==> src/hdl/u8cpc_pkg.sv <==
// ============================================================================
// u8cpc_pkg
// Shared types, constants and byte classifier for the UTF-8 code point counter.
// ============================================================================
package u8cpc_pkg;

    // Default tally width; tallies and total saturate at all ones.
    localparam int COUNT_WIDTH_DEF = 16;

    localparam int BYTE_WIDTH = 8;
    localparam int OWED_WIDTH = 2;

    // Bit-pattern prefixes after the matching right shift.
    localparam logic [7:0] ASCII_MASK   = 8'h80;
    localparam logic [2:0] LEAD2_PREFIX = 3'h6;   // 110xxxxx
    localparam logic [3:0] LEAD3_PREFIX = 4'hE;   // 1110xxxx
    localparam logic [4:0] LEAD4_PREFIX = 5'h1E;  // 11110xxx
    localparam logic [1:0] CONT_PREFIX  = 2'h2;   // 10xxxxxx

    localparam logic [OWED_WIDTH-1:0] OWED_NONE  = 2'd0;
    localparam logic [OWED_WIDTH-1:0] OWED_LEAD2 = 2'd1;
    localparam logic [OWED_WIDTH-1:0] OWED_LEAD3 = 2'd2;
    localparam logic [OWED_WIDTH-1:0] OWED_LEAD4 = 2'd3;

    localparam logic [BYTE_WIDTH-1:0] TERMINATOR = 8'h00;

    typedef enum logic [2:0] {
        CLS_ASCII,
        CLS_LEAD2,
        CLS_LEAD3,
        CLS_LEAD4,
        CLS_CONT,
        CLS_ILLEGAL
    } byte_class_t;

    function automatic byte_class_t classify(input logic [BYTE_WIDTH-1:0] b);
        byte_class_t c;
        if ((b & ASCII_MASK) == 8'h00) begin
            c = CLS_ASCII;
        end
        else if (b[7:5] == LEAD2_PREFIX) begin
            c = CLS_LEAD2;
        end
        else if (b[7:4] == LEAD3_PREFIX) begin
            c = CLS_LEAD3;
        end
        else if (b[7:3] == LEAD4_PREFIX) begin
            c = CLS_LEAD4;
        end
        else if (b[7:6] == CONT_PREFIX) begin
            c = CLS_CONT;
        end
        else begin
            c = CLS_ILLEGAL;
        end
        return c;
    endfunction

endpackage

==> src/hdl/u8cpc_byte_if.sv <==
// ============================================================================
// u8cpc_byte_if
// Valid/ready channel carrying one byte of the UTF-8 string per transaction.
// ============================================================================
interface u8cpc_byte_if;

    logic                              valid;
    logic                              ready;
    logic [u8cpc_pkg::BYTE_WIDTH-1:0]  text_byte;

    modport source (output valid, output text_byte, input ready);
    modport sink   (input valid, input text_byte, output ready);

endinterface

==> src/hdl/u8cpc_result_if.sv <==
// ============================================================================
// u8cpc_result_if
// Valid/ready channel carrying the running tallies, one result per transaction.
// ============================================================================
interface u8cpc_result_if #(
    parameter int COUNT_WIDTH = u8cpc_pkg::COUNT_WIDTH_DEF
);

    logic                              valid;
    logic                              ready;
    logic [COUNT_WIDTH-1:0]            one_byte_count;
    logic [COUNT_WIDTH-1:0]            two_byte_count;
    logic [COUNT_WIDTH-1:0]            three_byte_count;
    logic [COUNT_WIDTH-1:0]            four_byte_count;
    logic [COUNT_WIDTH-1:0]            total_count;
    logic [u8cpc_pkg::OWED_WIDTH-1:0]  owed_continuations;
    logic                              halted;
    logic                              string_end;

    modport source (
        output valid, output one_byte_count, output two_byte_count,
        output three_byte_count, output four_byte_count, output total_count,
        output owed_continuations, output halted, output string_end,
        input  ready
    );
    modport sink (
        input  valid, input one_byte_count, input two_byte_count,
        input  three_byte_count, input four_byte_count, input total_count,
        input  owed_continuations, input halted, input string_end,
        output ready
    );

endinterface

==> src/hdl/utf8_code_point_counter_core.sv <==
// ============================================================================
// utf8_code_point_counter_core
// Counts UTF-8 sequences by length over a zero-terminated byte stream.
// ============================================================================
//
//  Channel     Modport  Payload                                     Per xact
//  ----------  -------  ------------------------------------------  ---------
//  byte_in     sink     text_byte[7:0]                               one byte
//  result_out  source   four tallies, total, owed, halted, end flag  one result
//
//  Throughput is one byte per cycle while the result side keeps accepting. The
//  byte is captured in an input register, then classified and applied to the
//  tally registers while the result register is loaded alongside them.
//  The result register parts the two sides; a stalled result only holds the
//  input stage once the input register is also full.
//  rst_n (async, active low) clears the pipeline valids and all counters.
//  A zero byte reports the final values and clears the counters behind it.
//
module utf8_code_point_counter_core #(
    parameter int COUNT_WIDTH = u8cpc_pkg::COUNT_WIDTH_DEF
) (
    input  logic                    clk,
    input  logic                    rst_n,
    u8cpc_byte_if.sink              byte_in,
    u8cpc_result_if.source          result_out
);

    // ------------------------------------------------------------------
    // Input register
    // ------------------------------------------------------------------
    logic                               in_valid_reg;
    logic [u8cpc_pkg::BYTE_WIDTH-1:0]   in_byte_reg;
    logic                               advance;

    // Stage 1 moves into the result register when the result slot is free.
    assign advance       = in_valid_reg && (!result_out.valid || result_out.ready);
    assign byte_in.ready = !in_valid_reg || advance;

    always_ff @(posedge clk or negedge rst_n)
    begin
        if (!rst_n)
        begin
            in_valid_reg <= 1'b0;
        end
        else if (byte_in.ready)
        begin
            in_valid_reg <= byte_in.valid;
        end
    end

    always_ff @(posedge clk)
    begin
        if (byte_in.valid && byte_in.ready)
        begin
            in_byte_reg <= byte_in.text_byte;
        end
    end

    // ------------------------------------------------------------------
    // Scan state
    // ------------------------------------------------------------------
    logic [COUNT_WIDTH-1:0]             single_reg, single_next;
    logic [COUNT_WIDTH-1:0]             double_reg, double_next;
    logic [COUNT_WIDTH-1:0]             triple_reg, triple_next;
    logic [COUNT_WIDTH-1:0]             quad_reg,   quad_next;
    logic [COUNT_WIDTH-1:0]             total_reg,  total_next;
    logic [u8cpc_pkg::OWED_WIDTH-1:0]   owed_reg,   owed_next;
    logic                               stop_reg,   stop_next;

    // Values after this byte, before the terminator clear.
    logic [COUNT_WIDTH-1:0]             single_upd, double_upd, triple_upd, quad_upd;
    logic [COUNT_WIDTH-1:0]             total_upd;
    logic [u8cpc_pkg::OWED_WIDTH-1:0]   owed_upd;
    logic                               stop_upd;
    logic                               bumped;
    logic                               is_end;
    u8cpc_pkg::byte_class_t             byte_class;

    assign is_end     = (in_byte_reg == u8cpc_pkg::TERMINATOR);
    assign byte_class = u8cpc_pkg::classify(in_byte_reg);

    always_comb
    begin
        single_upd = single_reg;
        double_upd = double_reg;
        triple_upd = triple_reg;
        quad_upd   = quad_reg;
        owed_upd   = owed_reg;
        stop_upd   = stop_reg;
        bumped     = 1'b0;

        if (!is_end && !stop_reg)
        begin
            unique case (byte_class)
                u8cpc_pkg::CLS_ASCII:
                begin
                    if (owed_reg != u8cpc_pkg::OWED_NONE)
                    begin
                        stop_upd = 1'b1;
                    end
                    else if (single_reg != '1)
                    begin
                        single_upd = single_reg + 1'b1;
                        bumped     = 1'b1;
                    end
                end
                u8cpc_pkg::CLS_LEAD2:
                begin
                    if (owed_reg != u8cpc_pkg::OWED_NONE)
                    begin
                        stop_upd = 1'b1;
                    end
                    else
                    begin
                        owed_upd = u8cpc_pkg::OWED_LEAD2;
                        if (double_reg != '1)
                        begin
                            double_upd = double_reg + 1'b1;
                            bumped     = 1'b1;
                        end
                    end
                end
                u8cpc_pkg::CLS_LEAD3:
                begin
                    if (owed_reg != u8cpc_pkg::OWED_NONE)
                    begin
                        stop_upd = 1'b1;
                    end
                    else
                    begin
                        owed_upd = u8cpc_pkg::OWED_LEAD3;
                        if (triple_reg != '1)
                        begin
                            triple_upd = triple_reg + 1'b1;
                            bumped     = 1'b1;
                        end
                    end
                end
                u8cpc_pkg::CLS_LEAD4:
                begin
                    if (owed_reg != u8cpc_pkg::OWED_NONE)
                    begin
                        stop_upd = 1'b1;
                    end
                    else
                    begin
                        owed_upd = u8cpc_pkg::OWED_LEAD4;
                        if (quad_reg != '1)
                        begin
                            quad_upd = quad_reg + 1'b1;
                            bumped   = 1'b1;
                        end
                    end
                end
                u8cpc_pkg::CLS_CONT:
                begin
                    if (owed_reg == u8cpc_pkg::OWED_NONE)
                    begin
                        stop_upd = 1'b1;
                    end
                    else
                    begin
                        owed_upd = owed_reg - 1'b1;
                    end
                end
                default:
                begin
                    stop_upd = 1'b1;
                end
            endcase
        end

        // The sum grows by at most one per byte, so a saturating increment
        // tracks min(sum, max) exactly without a four-way adder.
        total_upd = (bumped && total_reg != '1) ? total_reg + 1'b1 : total_reg;
    end

    always_comb
    begin
        if (is_end)
        begin
            single_next = '0;
            double_next = '0;
            triple_next = '0;
            quad_next   = '0;
            total_next  = '0;
            owed_next   = u8cpc_pkg::OWED_NONE;
            stop_next   = 1'b0;
        end
        else
        begin
            single_next = single_upd;
            double_next = double_upd;
            triple_next = triple_upd;
            quad_next   = quad_upd;
            total_next  = total_upd;
            owed_next   = owed_upd;
            stop_next   = stop_upd;
        end
    end

    always_ff @(posedge clk or negedge rst_n)
    begin
        if (!rst_n)
        begin
            single_reg <= '0;
            double_reg <= '0;
            triple_reg <= '0;
            quad_reg   <= '0;
            total_reg  <= '0;
            owed_reg   <= u8cpc_pkg::OWED_NONE;
            stop_reg   <= 1'b0;
        end
        else if (advance)
        begin
            single_reg <= single_next;
            double_reg <= double_next;
            triple_reg <= triple_next;
            quad_reg   <= quad_next;
            total_reg  <= total_next;
            owed_reg   <= owed_next;
            stop_reg   <= stop_next;
        end
    end

    // ------------------------------------------------------------------
    // Result register
    // ------------------------------------------------------------------
    logic                               out_valid_reg;
    logic [COUNT_WIDTH-1:0]             out_single_reg, out_double_reg;
    logic [COUNT_WIDTH-1:0]             out_triple_reg, out_quad_reg, out_total_reg;
    logic [u8cpc_pkg::OWED_WIDTH-1:0]   out_owed_reg;
    logic                               out_halted_reg;
    logic                               out_end_reg;

    always_ff @(posedge clk or negedge rst_n)
    begin
        if (!rst_n)
        begin
            out_valid_reg <= 1'b0;
        end
        else if (advance)
        begin
            out_valid_reg <= 1'b1;
        end
        else if (result_out.ready)
        begin
            out_valid_reg <= 1'b0;
        end
    end

    // Terminator reports the pre-clear values.
    always_ff @(posedge clk)
    begin
        if (advance)
        begin
            out_single_reg <= single_upd;
            out_double_reg <= double_upd;
            out_triple_reg <= triple_upd;
            out_quad_reg   <= quad_upd;
            out_total_reg  <= total_upd;
            out_owed_reg   <= owed_upd;
            out_halted_reg <= stop_upd;
            out_end_reg    <= is_end;
        end
    end

    assign result_out.valid              = out_valid_reg;
    assign result_out.one_byte_count     = out_single_reg;
    assign result_out.two_byte_count     = out_double_reg;
    assign result_out.three_byte_count   = out_triple_reg;
    assign result_out.four_byte_count    = out_quad_reg;
    assign result_out.total_count        = out_total_reg;
    assign result_out.owed_continuations = out_owed_reg;
    assign result_out.halted             = out_halted_reg;
    assign result_out.string_end         = out_end_reg;

    // ------------------------------------------------------------------
    // Assertions
    // ------------------------------------------------------------------
    a_end_clears: assert property (@(posedge clk) disable iff (!rst_n)
        advance && is_end |=> total_reg == '0 && owed_reg == u8cpc_pkg::OWED_NONE && !stop_reg)
        else $error("terminator did not clear scan state");

    a_stop_freezes: assert property (@(posedge clk) disable iff (!rst_n)
        advance && stop_reg && !is_end |=> stop_reg && $stable(total_reg) && $stable(owed_reg))
        else $error("state changed after a malformed byte");

    a_total_bounds: assert property (@(posedge clk) disable iff (!rst_n)
        single_reg <= total_reg && double_reg <= total_reg &&
        triple_reg <= total_reg && quad_reg <= total_reg)
        else $error("total below a tally");

    a_advance_loads: assert property (@(posedge clk) disable iff (!rst_n)
        advance |=> out_valid_reg)
        else $error("advanced byte produced no result");

endmodule
==> src/flat_wrapper.sv <==
// flat-port wrapper written by rule: the top's interface ports become plain ports
module utf8_code_point_counter_core_flat 
#(
    parameter int COUNT_WIDTH = u8cpc_pkg::COUNT_WIDTH_DEF
)
  (clk, rst_n, byte_in_valid, byte_in_text_byte, byte_in_ready, result_out_valid, result_out_one_byte_count, result_out_two_byte_count, result_out_three_byte_count, result_out_four_byte_count, result_out_total_count, result_out_owed_continuations, result_out_halted, result_out_string_end, result_out_ready);
  u8cpc_byte_if byte_in_i ();
  u8cpc_result_if #(.COUNT_WIDTH(COUNT_WIDTH)) result_out_i ();
  input  logic clk;
  input  logic rst_n;
  input wire logic [$bits(byte_in_i.valid)-1:0] byte_in_valid;
  input wire logic [$bits(byte_in_i.text_byte)-1:0] byte_in_text_byte;
  output wire logic [$bits(byte_in_i.ready)-1:0] byte_in_ready;
  output wire logic [$bits(result_out_i.valid)-1:0] result_out_valid;
  output wire logic [$bits(result_out_i.one_byte_count)-1:0] result_out_one_byte_count;
  output wire logic [$bits(result_out_i.two_byte_count)-1:0] result_out_two_byte_count;
  output wire logic [$bits(result_out_i.three_byte_count)-1:0] result_out_three_byte_count;
  output wire logic [$bits(result_out_i.four_byte_count)-1:0] result_out_four_byte_count;
  output wire logic [$bits(result_out_i.total_count)-1:0] result_out_total_count;
  output wire logic [$bits(result_out_i.owed_continuations)-1:0] result_out_owed_continuations;
  output wire logic [$bits(result_out_i.halted)-1:0] result_out_halted;
  output wire logic [$bits(result_out_i.string_end)-1:0] result_out_string_end;
  input wire logic [$bits(result_out_i.ready)-1:0] result_out_ready;
  assign byte_in_i.valid = byte_in_valid;
  assign byte_in_i.text_byte = byte_in_text_byte;
  assign byte_in_ready = byte_in_i.ready;
  assign result_out_valid = result_out_i.valid;
  assign result_out_one_byte_count = result_out_i.one_byte_count;
  assign result_out_two_byte_count = result_out_i.two_byte_count;
  assign result_out_three_byte_count = result_out_i.three_byte_count;
  assign result_out_four_byte_count = result_out_i.four_byte_count;
  assign result_out_total_count = result_out_i.total_count;
  assign result_out_owed_continuations = result_out_i.owed_continuations;
  assign result_out_halted = result_out_i.halted;
  assign result_out_string_end = result_out_i.string_end;
  assign result_out_i.ready = result_out_ready;
  utf8_code_point_counter_core #(.COUNT_WIDTH(COUNT_WIDTH)) u_core (.clk(clk), .rst_n(rst_n), .byte_in(byte_in_i), .result_out(result_out_i));
endmodule
==> config.mk <==
export PLATFORM = sky130hd
export DESIGN_NAME = utf8_code_point_counter_core_flat
export DESIGN_NICKNAME = d
export VERILOG_FILES = /design/src/hdl/u8cpc_pkg.sv /design/src/hdl/u8cpc_byte_if.sv /design/src/hdl/u8cpc_result_if.sv /design/src/hdl/utf8_code_point_counter_core.sv /design/src/flat_wrapper.sv
export SDC_FILE = /design/constraint.sdc
export NUM_CORES = 1
export LEC_CHECK = 0
export CAP_MARGIN = 5
export CORE_MARGIN = 5
export CORE_UTILIZATION = 50
export CTS_CLUSTER_SIZE = 16
export DETAILED_ROUTE_END_ITERATION = 16
export DONT_BUFFER_PORTS = 1
export PLACE_DENSITY_LB_ADDON = 0.3
export SETUP_SLACK_MARGIN = 0.4
export SLEW_MARGIN = 20
export SYNTH_ARGS = -nofsm -noshare
export SYNTH_HDL_FRONTEND = slang
export SYNTH_SLANG_ARGS = --single-unit
==> constraint.sdc <==
create_clock -name clk -period 10.55 [get_ports clk]
set_clock_uncertainty 0.1 [all_clocks]
set_input_delay 2.11 -clock clk [delete_from_list [all_inputs] [get_ports clk]]
set_output_delay 2.11 -clock clk [all_outputs]
set_load 0.03 [all_outputs]
==> flow_summary.ini <==
[outcome]
status = completed

[hold_path]
hold-path-cell-count = 2
holdCritPathClass = reg2reg
hold_end = u_core.stop_reg
hold_path_startpoint = u_core.stop_reg

[clock_network]
post_cts_buffers = 0
clock_latency_ps = 440
cts_root_buffer = clkbuf_16
cts.clk_slew.worst_paths_ps = 60
cts_buffer_depth = 2
h-tree-depth = 4
cts_resized = 0
cts.sinks = 177
cts_tree = done
postCtsHoldBufs = 0
cts_buffers = 17

[global_routing]
grt_pass1_vias = 6385
grt_pass1_wl_mm = 32.9
antenna_found_initial = 1
grt_overflow_total = 0
grt_usage = 0.203
grt_max_degree = 86

[finish]
design_area_um2 = 9550
n_fill_cell = 1483
multiInputGateArea_um2 = 3670
area_growth_pct = 7.98
final_nets = 821
final_core_util = 0.552
diodes = 0
seq_area_um2 = 4890
drive_gt1_frac = 0.0894

[sta]
rsz0062_at_grt = false
worst_slack_ps = 5860
worst_pin_slew_ps = 1080
whs_ps = 403
fin_crit_sh = 0.444
slew_headroom = 0.282
setup-violations-final = 0
fin_tns_setup_ps = 0
hold_viol_final = 0
timing.fmax_ghz = 0.213
drv_slew = 0
fin_crit_ps = 4690

[detailed_routing]
ant_nets = 0
first_pass_iters = 5
routedWlPerCell_um = 19.3
drc_errors = 0
routed_wl_mm = 20.1
drt_iter0_markers = 594
num_vias = 6590
avgViaCountPerCell = 6.32

[critical_path]
crit_buf_inv = 0
critical_path_class = in2out
worstPathMaxFanout = 3
cp_data_required_time_ps = 8340
rrSetupSlack_ps = 7260
cp-start-kind = input port
reg2regPathDepth = 6
arrival_ps = 2480
crit_family = simple AND/OR/NAND/NOR gates
worst_r2r_endpoint = u_core.result_out.total_count[12]
crit_chain = nand3b_1
slowest_delay_ps = 370
crit-reg2reg-launch = u_core.in_byte_reg[3]
cpMaxStageDelayCell = nand3b_1
endpoint_kind = output port

[logic_synthesis]
synth_cells = 827
ys_types = 76
syn_avg_cell_area_um2 = 10.7
synth_simple_gate_area_frac = 0.185
synth-warning-count = 0
synthAdderAreaFrac = 0.00708
synth.area.mux_share = 0.0170
synth_edf_count = 92
syn_nets = 844
synthFlopType = edfxtp_1
ys_seq_area_frac = 0.553
synthXorXnorAreaFrac = 0.0614
ys_async_sr_fraction = 0.480
synth_compound_area_frac = 0.144
ys_ff_latch = 177
synth_top_family_by_area = simple AND/OR/NAND/NOR gates
syn-cell-area_um2 = 8840

[floorplanning]
dieArea_um2 = 20400
std_cell_rows = 48
die_h_um = 143
floorplan.initialDensity = 0.511
fp.dieW_um = 143
ios = 98
core_um2 = 17300

[power]
ir_drop_mv = 0.125
p_sw_mw = 0.414
clkPwrFrac = 0.393
power_density_nw_per_um2 = 165
p_sw_frac = 0.262
p_leak_nw = 3.60
pwr-share-comb = 0.076
seqPwrFrac = 0.531
p_int_mw = 1.17

[placed_design]
pre_cts_slack_ps = 5760
port_buffers = 0
gp_routability_congestion = 0.865
hpwl_mm = 12.9
placed_cell_area_um2 = 8970

[flow_run]
cap_violations = 0
[synth_stat cells (all sizes together), types with 6 or more instances]
library cell	n	share of area
a31oi	17	0.012
or4	9	0.0085
nand2b	9	0.0064
nor2	53	0.023
o21ai	57	0.033
o211ai	10	0.0091
xnor2	35	0.035
clkbuf	33	0.014
dfrtp	85	0.24
edfxtp	92	0.31
a22o	10	0.0099
a21oi	35	0.020
xor2	27	0.027
or3	9	0.0069
mux2	8	0.010
nor4	14	0.016
o31ai	16	0.014
nor3	18	0.012
mux2i	6	0.0068
inv	21	0.0089
nand4	29	0.021
o22ai	8	0.0072
nand2	90	0.038
nand3	43	0.024
buf	14	0.0088
and3	14	0.0099
[cell type report]
class,instances,share of cell area
repair buffers,5,0.00393
flip-flops and latches,177,0.512
inverters,23,0.00930
multi-input cells,580,0.385
clock inverters,8,0.0110
well taps,225,0.0295
clock buffers,24,0.0494
[worst max-delay path by stage]
stage                           startpoint                                    to  cells after the start
after global routing      result_out_ready                         byte_in_ready                      1
after CTS                 result_out_ready                         byte_in_ready                      1
final                     result_out_ready                         byte_in_ready                      1
after detailed placement  result_out_ready                  u_core.total_reg[15]                      8
after global placement    result_out_ready                  u_core.total_reg[15]                      8
after floorplan           result_out_ready  u_core.result_out.four_byte_count[0]                      4
[power by group through the flow]
stage                     clock [mW]  sequential, mW  combinational, mW
final                          0.621           0.839              0.120
after global routing           0.669           0.843              0.132
after CTS                      0.633           0.839              0.119
after detailed placement           0           0.853              0.118
after global placement             0           0.851              0.115
after floorplan                    0           0.845             0.0904
[cell families after synthesis]
| group | Yosys count |
|---|---|
| mux | 14 |
| xor+xnor | 62 |
| fa+ha+maj | 5 |
| simple gates | 307 |
| flops | 177 |
| compound gates | 192 |
| buf+inv | 70 |
[layout by cell type, fill, tap and decap left out, types with 4 or more instances in the layout]
master | netlist | routed
clkbuf_16 | 0 | 17
a41oi_1 | 5 | 5
nand2_1 | 89 | 88
edfxtp_1 | 92 | 92
xnor2_1 | 35 | 35
nor4_1 | 8 | 8
and3_1 | 14 | 14
dfrtp_1 | 85 | 85
buf_4 | 1 | 5
inv_1 | 21 | 21
nor3_1 | 15 | 15
nor2_1 | 51 | 50
nor4_2 | 4 | 4
ha_1 | 5 | 5
or3_1 | 8 | 8
o22ai_1 | 7 | 7
o31ai_1 | 16 | 16
or4_1 | 7 | 7
xor2_1 | 27 | 27
o21ai_0 | 54 | 54
o211ai_1 | 9 | 9
a32o_1 | 4 | 4
nand3_1 | 43 | 43
nand2b_1 | 9 | 9
mux2_2 | 7 | 7
nand4_1 | 29 | 29
a31oi_1 | 17 | 17
mux2i_1 | 6 | 6
clkbuf_1 | 33 | 5
a22o_1 | 10 | 10
a21oi_1 | 35 | 35
[routing by layer]
| metal | vias to the layer above | track usage | share of wire |
|---|---|---|---|
| li1 | 3046 | - | - |
| met1 | 3216 | 0.263 | 0.42 |
| met2 | 289 | 0.321 | 0.48 |
| met3 | 37 | 0.0573 | 0.071 |
| met4 | 2 | 0.0865 | 0.023 |
| met5 | - | 0 | 0.00065 |
[through the flow]
| step | std cells | total power, mW |
|---|---|---|
| after floorplan | 827 | 0.935 |
| after global placement | 1010 | 0.966 |
| after detailed placement | 1010 | 0.971 |
| after CTS | 1042 | 1.59 |
| after global routing | 1042 | 1.64 |
| final | 1042 | 1.58 |
Note: power is estimated with default switching activity, not from simulation.
